<file path="src/rtl/mbg_pkg.sv">
// Shared types and constants of the maze backtracker generator.
// Holds the controller/datapath command and status structs and code enums.
// No dependencies.
package mbg_pkg;

    localparam int unsigned DEF_MAX_COLS = 32;
    localparam int unsigned DEF_MAX_ROWS = 32;

    localparam int CFG_W     = 6;   // widest configuration register
    localparam int DIM_W     = 6;   // grid width and height
    localparam int POS_W     = 5;   // start row/col and reported row/col
    localparam int CNT_W     = 12;  // cell counts, up to 63 * 63
    localparam int S_DATA_W  = 8;
    localparam int M_DATA_W  = 16;

    localparam logic [DIM_W-1:0] RST_GRID_WIDTH  = 6'd20;
    localparam logic [DIM_W-1:0] RST_GRID_HEIGHT = 6'd15;
    localparam logic [POS_W-1:0] RST_START_ROW   = 5'd0;
    localparam logic [POS_W-1:0] RST_START_COL   = 5'd0;

    localparam logic MODE_START = 1'b0;
    localparam logic MODE_DRAW  = 1'b1;

    typedef enum logic [1:0] {
        REG_GRID_WIDTH,
        REG_GRID_HEIGHT,
        REG_START_ROW,
        REG_START_COL
    } t_cfg_reg;

    typedef enum logic [1:0] {
        DIR_LEFT,
        DIR_RIGHT,
        DIR_UP,
        DIR_DOWN
    } t_dir;

    // Which row of the visited map to read
    typedef enum logic [1:0] {
        RD_NB,
        RD_CUR,
        RD_UP,
        RD_DN
    } t_rd_sel;

    typedef struct packed {
        logic    load_in;
        logic    start;
        logic    clr_wr;
        t_rd_sel rd_sel;
        logic    carve;
        logic    lat_lr;
        logic    lat_up;
        logic    pop;
        logic    pop_ld;
        logic    res_load;
    } t_cmd;

    typedef struct packed {
        logic mode;
        logic finished;
        logic nb_ok;
        logic nb_fresh;
        logic last_carve;
        logic fresh_any;
        logic depth_zero;
        logic clr_last;
        logic out_free;
    } t_sts;

endpackage

</file>
<file path="src/rtl/mbg_ctrl.sv">
// Sequencer of the maze backtracker generator.
// Drives mbg_datapath through t_cmd and reacts to t_sts; uses mbg_pkg.
module mbg_ctrl (
    input  logic          i_clk,
    input  logic          i_rst_n,
    input  logic          i_s_axis_tvalid,
    output logic          o_s_axis_tready,
    input  mbg_pkg::t_sts i_sts,
    output mbg_pkg::t_cmd o_cmd
);
    import mbg_pkg::*;

    typedef enum logic [3:0] {
        S_IDLE,
        S_DISP,
        S_CLEAR,
        S_TEST,
        S_CK_CUR,
        S_CK_UP,
        S_CK_DN,
        S_CK_EVAL,
        S_POPLD,
        S_RES
    } t_state;

    t_state r_state, n_state;
    logic   r_tready;

    always_comb begin
        n_state        = r_state;
        o_cmd          = '0;
        o_cmd.rd_sel   = RD_CUR;
        o_cmd.load_in  = i_s_axis_tvalid && r_tready;
        case (r_state)
            S_IDLE: begin
                if (o_cmd.load_in) n_state = S_DISP;
            end
            S_DISP: begin
                if (i_sts.mode == MODE_START) begin
                    o_cmd.start = 1'b1;
                    n_state     = S_CLEAR;
                end else if (i_sts.finished || !i_sts.nb_ok) begin
                    n_state = S_RES;
                end else begin
                    o_cmd.rd_sel = RD_NB;
                    n_state      = S_TEST;
                end
            end
            S_CLEAR: begin
                o_cmd.clr_wr = 1'b1;
                if (i_sts.clr_last) n_state = S_RES;
            end
            S_TEST: begin
                if (i_sts.nb_fresh) begin
                    o_cmd.carve = 1'b1;
                    n_state     = i_sts.last_carve ? S_RES : S_CK_CUR;
                end else begin
                    n_state = S_RES;
                end
            end
            S_CK_CUR: begin
                o_cmd.rd_sel = RD_CUR;
                n_state      = S_CK_UP;
            end
            S_CK_UP: begin
                o_cmd.lat_lr = 1'b1;
                o_cmd.rd_sel = RD_UP;
                n_state      = S_CK_DN;
            end
            S_CK_DN: begin
                o_cmd.lat_up = 1'b1;
                o_cmd.rd_sel = RD_DN;
                n_state      = S_CK_EVAL;
            end
            S_CK_EVAL: begin
                if (i_sts.fresh_any || i_sts.depth_zero) begin
                    n_state = S_RES;
                end else begin
                    o_cmd.pop = 1'b1;
                    n_state   = S_POPLD;
                end
            end
            S_POPLD: begin
                o_cmd.pop_ld = 1'b1;
                n_state      = S_CK_CUR;
            end
            S_RES: begin
                if (i_sts.out_free) begin
                    o_cmd.res_load = 1'b1;
                    n_state        = S_IDLE;
                end
            end
            default: n_state = S_IDLE;
        endcase
    end

    always_ff @(posedge i_clk) begin
        if (!i_rst_n) begin
            r_state  <= S_IDLE;
            r_tready <= 1'b0;
        end else begin
            r_state  <= n_state;
            r_tready <= (n_state == S_IDLE);
        end
    end

    assign o_s_axis_tready = r_tready;

endmodule

</file>
<file path="config.mk">
export PLATFORM = sky130hd
export DESIGN_NAME = mbg_ctrl
export DESIGN_NICKNAME = d
export VERILOG_FILES = /design/src/rtl/mbg_pkg.sv /design/src/rtl/mbg_ctrl.sv
export SDC_FILE = /design/constraint.sdc
export NUM_CORES = 1
export LEC_CHECK = 0
export BUFFER_PORTS_ARGS = -buffer_cell sky130_fd_sc_hd__buf_2
export CORE_AREA = 2 2 39 41
export DETAILED_ROUTE_END_ITERATION = 16
export DIE_AREA = 0 0 41 43
export PLACE_DENSITY = 0.68
export REMOVE_ABC_BUFFERS = 1
export SYNTH_ARGS = -nofsm -noshare
export SYNTH_HDL_FRONTEND = slang
export SYNTH_SLANG_ARGS = --single-unit
</file>
<file path="constraint.sdc">
create_clock -name i_clk -period 3.15 [get_ports i_clk]
set_input_delay 0.63 -clock i_clk [delete_from_list [all_inputs] [get_ports i_clk]]
set_output_delay 0.63 -clock i_clk [all_outputs]
set_load 0.02 [all_outputs]
</file>
# Word level (Yosys, flattened, before mapping)

Cells that the tools add are included.

Register bits after elaboration: 5
Latch bits: 0
Memory bits (writable): 0
Bits in read-only memories: 0
Bits of input ports: 12
Word-level logic and storage cells: 41
Memories: 0

$add $sub $neg: 0
$mul: 0
Divide/modulo/power cells: 0
Magnitude comparators: 0
Eq/ne operators: 9
Shifts and indexed selects: 0
Mux-type cells: 24
Bitwise logic cells: 0
Reduce and logical (&&, ||, !) cells: 6

Operator list:

| kind                                          | count |
|---|---|
| one-hot mux 4 bit (10 select lines)           | 1 |
| two-way mux 4 bit                             | 7 |
| == test 4 x 3 -> 1 bit, second input constant | 4 |
| two-way mux 1 bit                             | 15 |
| == test 4 x 2 -> 1 bit, second input constant | 2 |
| == test 4 bit, second input constant          | 2 |
| logical NOT 4 bit                             | 2 |
| one-hot mux 2 bit (3 select lines)            | 1 |
| == test 4 x 1 -> 1 bit, second input constant | 1 |
| logical OR 1 bit                              | 2 |
| logical AND 1 bit                             | 1 |
| logical NOT 1 bit                             | 1 |

# Longest topological paths before layout

Gate-level depths: netlist of run 1.

Depth in word-level cells: 6
Depth in mapped cells: 5

# Worst setup path after synthesis of run 1

Ideal clock, no wire load.

Path type: input port to output port
Start: input port i_sts[7] (netlist name)
End: output port o_cmd[6] (netlist name)
Arrival time: 1.366 ns
Data required time: 2.520 ns
Slack: 1.154 ns
Stages: 3
Path through: nand2b_1 -> o21ba_2 -> or3_1

RTL lines:

| item               | line          | text |
|---|---|---|
| start: declaration | mbg_ctrl.sv:8 | `input mbg_pkg::t_sts i_sts,` |
| end: declaration   | mbg_ctrl.sv:9 | `output mbg_pkg::t_cmd o_cmd` |

==> results of run 1 <==
## cell type report
class	count	area (um^2)	area share, %
Clock buffer	4	26.3	4.65
Inverter	3	11.3	1.99
Multi-Input combinational cell	45	293	51.8
Sequential cell	5	100	17.7
Tap cell	16	20.0	3.54
Timing Repair Buffer	23	115	20.4
## per-stage QoR
stage          std cells  setup slack (ns)  util, %  power (mW)
3_5_place_dp          92             0.982     39.0       0.222
6_report              96             0.986     40.9       0.293
5_1_grt               96             0.787     40.9       0.319
4_1_cts               96             0.978     40.9       0.298
2_1_floorplan         53              1.15        -       0.184
3_3_place_gp          92              1.00     39.0       0.219
## worst max-delay path by stage
stage | from | to | slack [ns] | cells after the start
floorplan | i_sts[7] | o_cmd[6] | 1.15 | 3
global placement | i_sts[7] | o_cmd[6] | 1.00 | 5
detailed placement | i_sts[7] | o_cmd[6] | 0.98 | 5
CTS | i_sts[7] | o_cmd[6] | 0.98 | 5
global route | r_state[0] | o_cmd[5] | 0.79 | 3
finish | i_sts[7] | o_cmd[6] | 0.99 | 5
## power by group through the flow
| stage | Sequential (mW) | Clock [mW] | Combinational, mW |
|---|---|---|---|
| final | 0.103 | 0.0725 | 0.118 |
| after global routing | 0.107 | 0.0806 | 0.131 |
| after CTS | 0.102 | 0.0771 | 0.119 |
| after detailed placement | 0.103 | 0 | 0.119 |
| after global placement | 0.101 | 0 | 0.118 |
| after floorplan | 0.105 | 0 | 0.0795 |
## registers in the layout, summed over array words and instances (netlist names)
name             count
o_s_axis_tready      1
r_state              4
## worst max-delay path, cell delays in order
cell	delay [ns]
sky130_fd_sc_hd__buf_2	0.09
sky130_fd_sc_hd__nand2b_1	0.16
sky130_fd_sc_hd__o21ba_2	0.19
sky130_fd_sc_hd__or3_1	0.30
sky130_fd_sc_hd__buf_2	0.16
## routing by layer
metal  share of wire, %  track usage (%)  up-vias
met1                 53             17.1      201
met5                  0                0        -
met4                  0             2.00        0
met2                 40             17.5       18
met3                6.8             6.28        0
li1                   -                -      251
## cell usage after synthesis, drive strengths merged (2+ instances only)
master and instances:
nand2 2, nor4bb 3, dfxtp 5, nor2 8, nor3 2, nand4b 2, nor2b 2, and2 3
a21oi 3, inv 3, nand2b 4, buf 3
## cells by family after synthesis
kind of cell           share of synthesized area, %
flip-flops                                     23.5
AND/OR/NAND/NOR                                52.7
buffers and inverters                          7.65
AO/OA/AOI/OAI                                  16.2
==> results.yml, run 1 <==
sta:
  final-setup-viol-count: 0
  max-slew-margin-rel_pct: 72.9
  rsz0062_at_grt: "false"
  worst-slew-pin-transition_ns: 0.400
  final_period_demand_of_the_worst_path_ns: 2.16
  min_period_over_period_pct: 68.7
  top_achievable_clock_speed_mhz: 462
  drv_slew: 0
  fin_hold_ws_ns: 0.607
  hold_violations: 0
  fin_skew_ns: 0.00364
  setup_tns_ns: 0
floorplanning:
  floorplan.die.width_um: 41
  core_area_um2: 1380
  row_count: 14
  design.die.area_um2: 1760
  top_level_ports: 24
  die_h_um: 43
  initial_utilization_pct: 30.7
layout:
  fillerInstances: 156
  post_route_cells_drive_above_1_share_pct: 35.0
  area_delta_synth_final_pct: 32.9
  finalInstanceArea_um2: 566
  design.final.nets: 93
  layout.cells.most_common: "sky130_fd_sc_hd__buf_2"
  antenna_diodes: 0
  layout_common_cells: "23 x sky130_fd_sc_hd__buf_2, 8 x sky130_fd_sc_hd__nor2_1, 5 x sky130_fd_sc_hd__dfxtp_1"
cts:
  cts_hold_repair.buffers: 0
  cts_tree: "done"
  cts.clk_slew.worst_paths_ns: 0.04
  numClockSinks: 5
  ctsLongestPathBuffers: 2
  cts_buffers: 3
  post_cts_setup_inserts: 0
  clk_root_buffer_cell: "sky130_fd_sc_hd__clkbuf_4"
  cts.htree.levels: 1
  cts_resized: 0
  insertion_delay_ns: 0.24
hold_path:
  timing.hold.worst.class: "input pin to flop"
  hp-start: "i_rst_n"
  min_path_cells: 2
  worstHoldEndpoint: "r_state[0]"
routing:
  wl_per_cell_um: 10.1
  route.vias.total: 470
  ant_nets: 0
  postRouteWirelength_um: 968
  via_per_inst: 4.90
  detailedRoute.firstPassIterationCount: 4
  remaining_drc_errors: 0
  detail_route.iter0.violations: 7
power_and_ir_drop:
  power.clock.fraction_pct: 24.7
  power_density_nw_per_um2: 519
  seqPwrFrac_pct: 35.1
  internal-power_uw: 183
  power_switching_share_pct: 37.5
  p_switching_uw: 110
  pwr-share-comb_pct: 40.2
  vdd_ir_drop_max_v: 0.000304
  power.static_leakage_nw: 0.264
place:
  port_buffers: 23
  gp_routability_congestion: 0.823
  dpl_cell_area_um2: 539
  dp.final_hpwl_um: 750
setup_path:
  critical_path.max_fanout: 3
  worstReg2RegStart: "r_state[0]"
  reg2reg_depth: 4
  timing.rr.end: "r_state[0]"
  worst_ep_required_time_ns: 2.52
  setup.worst_path.start_class: "input pin"
  worst_ep_arrival_time_ns: 1.53
  timing.critical_path.to_type: "output port"
  setup.worst_path.class: "input pin to output port"
  regToRegSetupSlack_ns: 1.62
grt:
  grt_antenna_before_repair: 0
  grt_pass1_wl_um: 1500
  grt_max_degree: 14
  grt_use_total_pct: 12.5
  grt_overflow: 0
  vias_in_the_first_global_route: 379
logic_synthesis:
  synth_area_um2: 425
  yosysWarnings: 0
  post-synth-top-area-fraction_pct: 23.5
  synth.lib_cells_used.distinct: 29
  postSynthCellCount: 56
  synth_enable_flop_cells: 0
  synth.ff_latch_count: 5
  syn_avg_cell_area_um2: 7.60
  synth_flop_cell: "sky130_fd_sc_hd__dfxtp_1"
  async_reset_ff_share_pct: 0
  seq_area_frac_synth_pct: 23.5
  biggest_area_contributors_in_the_synthesized_netlist: "sky130_fd_sc_hd__dfxtp_1 24%, sky130_fd_sc_hd__nor4bb_1 7.1%, sky130_fd_sc_hd__nor2_1 7.1%"
  library_cell_with_the_largest_summed_area_after_synthesis: "sky130_fd_sc_hd__dfxtp_1"
status:
  status: "finished clean"
flow_run:
  drv.max_cap_violation_count: 0
(Power assumes the default switching activity.)
==> run 2, diff against run 1 <==
Clock period 3.15 ns to 2.09 ns, I/O delays scaled along.
==> run 2 against run 1 <==
  * Final cell count did not move
  * Sequential share of layout area fell by 0.19 points
  * Count of clock-buffer cells in the layout did not move
  * Global-route usage did not move
  * Non-clock buffer count did not move
  * Core utilization rose by 0.45 points
  * Largest cell class unchanged
  * Critical path type is now flop to output port
==> results.yml, run 2 (synthesis results as in run 1) <==
layout:
  final_util_pct: 41.3
  registers.top_by_ff_count: "r_state"
  post_layout_nonfiller_instances: 96
  area_delta_synth_final_pct: 34.4
  layout.cells.most_common: "sky130_fd_sc_hd__buf_2"
  antenna_diodes: 0
  fillerInstances: 155
  design.final.nets: 93
  finalInstanceArea_um2: 572
  post_route_cells_drive_above_1_share_pct: 36.3
  layout_common_cells: "23 x sky130_fd_sc_hd__buf_2, 8 x sky130_fd_sc_hd__nor2_1, 5 x sky130_fd_sc_hd__dfxtp_1"
  number_of_flip_flops_under_the_largest_register_name: 4
routing:
  detailedRoute.firstPassIterationCount: 4
  detail_route.iter0.violations: 4
  wl_per_cell_um: 9.88
  remaining_drc_errors: 0
  via_per_inst: 4.90
  postRouteWirelength_um: 948
  ant_nets: 0
  route.vias.total: 470
setup_path:
  timing.critical_path.to_type: "output port"
  critical_path.cell_chain: "or4b_4 -> nor2_1 -> buf_2"
  setup.worst_path.start_class: "flop"
  worst_ep_arrival_time_ns: 1.51
  setup.worst_path.class: "flop to output port"
  slowest_delay_ns: 0.61
  worst_ep_required_time_ns: 1.67
  critical_path.max_fanout: 12
  cpMaxStageDelayCell: "sky130_fd_sc_hd__or4b_4"
place:
  placedCellCount: 92
  dpl_cell_area_um2: 539
  port_buffers: 23
  place_ws_ns: 0.346
  dp.final_hpwl_um: 750
  gp_routability_congestion: 0.823
floorplanning:
  initial_utilization_pct: 30.7
  die_h_um: 43
  top_level_ports: 24
  design.die.area_um2: 1760
  floorplan.die.width_um: 41
  core_area_um2: 1380
  row_count: 14
sta:
  fin_hold_ws_ns: 0.395
  rsz0062_at_grt: "false"
  final.setup.worst_slack_ns: 0.163
  final_period_demand_of_the_worst_path_ns: 1.93
  fin_skew_ns: 0.00390
  hold_violations: 0
  setup_tns_ns: 0
  final-setup-viol-count: 0
  max-slew-margin-rel_pct: 75.2
  worst-slew-pin-transition_ns: 0.372
  drv_slew: 0
  min_period_over_period_pct: 92.2
  top_achievable_clock_speed_mhz: 519
power_and_ir_drop:
  fin_total_pwr_uw: 443
  vdd_ir_drop_max_v: 0.000459
  power.static_leakage_nw: 0.264
  power_density_nw_per_um2: 774
status:
  status: "finished clean"
grt:
  vias_in_the_first_global_route: 379
  grt_pass1_wl_um: 1500
  grt_use_total_pct: 12.5
  grt_antenna_before_repair: 0
  grt_overflow: 0
  grt_max_degree: 14
cts:
  cts.clk_slew.worst_paths_ns: 0.04
  clk_root_buffer_cell: "sky130_fd_sc_hd__clkbuf_4"
  cts.htree.levels: 1
  cts_tree: "done"
  ctsLongestPathBuffers: 2
  cts_buffers: 3
  insertion_delay_ns: 0.24
  numClockSinks: 5
flow_run:
  drv.max_cap_violation_count: 0
hold_path:
  timing.hold.worst.class: "input pin to flop"
-- run 2: changes by cell type in the layout (fill, tap and decap cells not counted) --
cell                       delta
sky130_fd_sc_hd__nor4bb_1     -1
sky130_fd_sc_hd__nor4bb_2     +1
-- run 2: power by group --
part / switching (mW) / total [mW] / internal, mW
clock network: 0.0376 / 0.110 / 0.0720
logic: 0.0917 / 0.179 / 0.0876
registers: 0.0357 / 0.154 / 0.118
total: 0.165 / 0.443 / 0.278
-- run 2: final timing paths --
path | startpoint | end | slack, ns | cells after the start
hold reg to reg | r_state[0] | r_state[2] | 0.70 | 3
hold / removal | i_rst_n | r_state[0] | 0.39 | 2
setup / recovery | r_state[2] | o_cmd[9] | 0.16 | 3
setup reg to reg | r_state[2] | r_state[0] | 0.57 | 4
-- run 2: area by class of cell --
type                       instances  area (um^2)  share of cell area (%)
sequential                         5          100                    17.5
timing repair buffer              23          115                    20.1
multi-input combinational         45          299                    52.3
tap                               16         20.0                    3.50
inverter                           3         11.3                    1.97
clock buffer                       4         26.3                    4.60
-- run 2: timing repair --
item,in CTS,in global routing
setup endpoints to repair,0,1
hold buffers,0,0
endpoints found under the hold margin,0,0
resized for setup,0,1
buffers inserted,0,0
-- run 2: worst max-delay path: cells and delay by family (launching register included) --
family                 cells  cell delay [ns]
and+or+nand+nor            2             0.70
DFF                        1             0.41
buffers and inverters      1             0.16
-- run 2: per-layer routing --
metal / wire (um) / global-route usage, % / vias to the layer above
met5: 0 / 0 / -
met4: 0 / 2.00 / 0
met3: 77 / 6.28 / 0
met2: 394 / 17.5 / 20
met1: 476 / 17.1 / 201
li1: - / - / 249
==> run 3, diff against run 2 <==
Settings changed: ABC_AREA set to 1, PLACE_DENSITY 0.68 to 0.7.
==> run 3 against run 2 <==
  * Sequential cell count unchanged
  * Combinational power up 28%
  * Area after synthesis up 4.4%
  * Synthesized cell count up 50%
  * Largest power group unchanged
==> results.yml, run 3 <==
routing:
  route.vias.total: 586
  detailedRoute.firstPassIterationCount: 4
  wl_per_cell_um: 8.94
  ant_nets: 0
  via_per_inst: 4.61
  remaining_drc_errors: 0
  detail_route.iter0.violations: 4
  postRouteWirelength_um: 1140
grt:
  grt_max_degree: 9
  grt_use_total_pct: 15.1
  vias_in_the_first_global_route: 487
  grt_pass1_wl_um: 1850
  grt_overflow: 0
  grt_antenna_before_repair: 0
layout:
  seq_area_um2: 100
  layout_common_cells: "23 x sky130_fd_sc_hd__buf_2, 19 x sky130_fd_sc_hd__nand2_1, 18 x sky130_fd_sc_hd__nor2_1"
  number_of_flip_flops_under_the_largest_register_name: 4
  area_taken_by_multi_input_logic_gates_um2: 280
  post_route_cells_drive_above_1_share_pct: 31.5
  area_delta_synth_final_pct: 36.3
  design.final.nets: 124
  registers.top_by_ff_count: "r_state"
  fillerInstances: 160
  layout.cells.most_common: "sky130_fd_sc_hd__buf_2"
  finalInstanceArea_um2: 606
  antenna_diodes: 0
  final_util_pct: 43.8
setup_path:
  critical_path.max_fanout: 6
  worst_ep_required_time_ns: 1.67
  crit_path_start: "r_state[2]"
  timing.critical_path.to_type: "output port"
  worst_ep_arrival_time_ns: 1.41
  setup.worst_path.class: "flop to output port"
  worstReg2RegStart: "r_state[0]"
  setup.worst_path.start_class: "flop"
logic_synthesis:
  synth.ff_latch_count: 5
  synth_enable_flop_cells: 0
  synthMostInstantiatedCell: "sky130_fd_sc_hd__nand2_1"
  yosysWarnings: 0
  synth_area_um2: 444
  postSynthCellCount: 84
  post-synth-top-area-fraction_pct: 22.5
  post_synth_most_frequent_cells: "19 x sky130_fd_sc_hd__nand2_1, 18 x sky130_fd_sc_hd__nor2_1, 14 x sky130_fd_sc_hd__inv_1"
  async_reset_ff_share_pct: 0
  synth.lib_cells_used.distinct: 14
  syn_avg_cell_area_um2: 5.29
  library_cell_with_the_largest_summed_area_after_synthesis: "sky130_fd_sc_hd__dfxtp_1"
  biggest_area_contributors_in_the_synthesized_netlist: "sky130_fd_sc_hd__dfxtp_1 23%, sky130_fd_sc_hd__nand2_1 16%, sky130_fd_sc_hd__nor2_1 15%"
  seq_area_frac_synth_pct: 22.5
  synth_flop_cell: "sky130_fd_sc_hd__dfxtp_1"
power_and_ir_drop:
  power.static_leakage_nw: 0.396
  power.clock.fraction_pct: 23.0
  internal-power_uw: 269
  p_switching_uw: 216
  fin_total_pwr_uw: 485
  pwr-share-comb_pct: 47.3
  power_switching_share_pct: 44.5
  power_density_nw_per_um2: 800
  vdd_ir_drop_max_v: 0.000334
  seqPwrFrac_pct: 29.7
sta:
  drv_slew: 0
  hold_violations: 0
  setup_tns_ns: 0
  final_period_demand_of_the_worst_path_ns: 1.83
  min_period_over_period_pct: 87.4
  max-slew-margin-rel_pct: 77.5
  rsz0062_at_grt: "false"
  final.setup.worst_slack_ns: 0.263
  fin_skew_ns: 0.00375
  final-setup-viol-count: 0
  top_achievable_clock_speed_mhz: 547
  worst-slew-pin-transition_ns: 0.337
cts:
  cts_hold_repair.buffers: 0
  cts_resized: 0
  insertion_delay_ns: 0.24
  ctsLongestPathBuffers: 2
  post_cts_setup_inserts: 0
  cts_tree: "done"
  numClockSinks: 5
  cts.clk_slew.worst_paths_ns: 0.05
  cts_buffers: 3
  cts.htree.levels: 1
  clk_root_buffer_cell: "sky130_fd_sc_hd__clkbuf_4"
floorplanning:
  top_level_ports: 24
  die_h_um: 43
  row_count: 14
  core_area_um2: 1380
  design.die.area_um2: 1760
  floorplan.die.width_um: 41
  initial_utilization_pct: 32.1
place:
  place_ws_ns: 0.592
  port_buffers: 23
  dpl_cell_area_um2: 579
  dp.final_hpwl_um: 955
  gp_routability_congestion: 0.798
hold_path:
  hp-start: "i_rst_n"
  timing.hold.worst.class: "input pin to flop"
status:
  status: "finished clean"
flow_run:
  drv.max_cap_violation_count: 0
==> run 3: power groups by stage <==
stage / combinational [mW] / clock [mW] / sequential, mW
floorplan: 0.156 / 0 / 0.154
global placement: 0.229 / 0 / 0.144
detailed placement: 0.228 / 0 / 0.146
CTS: 0.230 / 0.114 / 0.143
global route: 0.256 / 0.125 / 0.148
finish: 0.229 / 0.111 / 0.144
==> run 3: path summary, 6_finish.rpt <==
path                          end  slack (ns)  cells after the start
hold / removal         r_state[3]        0.46                      3
setup / recovery         o_cmd[3]        0.26                      5
hold reg to reg        r_state[0]        0.68                      4
setup reg to reg  o_s_axis_tready        0.86                      7
==> run 3: area by class of cell <==
| class | instances | share of cell area [%] |
|---|---|---|
| clock buffer | 4 | 4.34 |
| multi-input combinational | 62 | 46.3 |
| inverter | 17 | 10.5 |
| timing repair buffer | 23 | 19.0 |
| sequential | 5 | 16.5 |
| tap | 16 | 3.31 |
==> run 3: stage by stage <==
stage               cells  hold slack, ns
floorplan              84           0.591
global placement      123           0.665
detailed placement    123           0.670
CTS                   127           0.466
global route          127           0.471
finish                127           0.465
==> run 3: logic make-up after synthesis <==
| logic type | synth area share (%) |
|---|---|
| AO/OA/AOI/OAI | 4.23 |
| buffers and inverters | 14.4 |
| flip-flops | 22.5 |
| AND/OR/NAND/NOR | 58.9 |
==> run 3: critical path: stages, from the launching register on <==
cell and delay (ns):
sky130_fd_sc_hd__dfxtp_1 0.37, sky130_fd_sc_hd__inv_1 0.08, sky130_fd_sc_hd__nor2_2 0.23, sky130_fd_sc_hd__inv_1 0.10, sky130_fd_sc_hd__nor3_1 0.18, sky130_fd_sc_hd__buf_2 0.21
==> run 3: routing by layer <==
metal  routed length [um]  global-route usage, %  part of all wire (%)
met1                  499                   16.8                    44
met2                  565                   25.9                    50
met3                   71                   3.14                   6.3
met4                    0                   6.00                     0
met5                    0                      0                     0
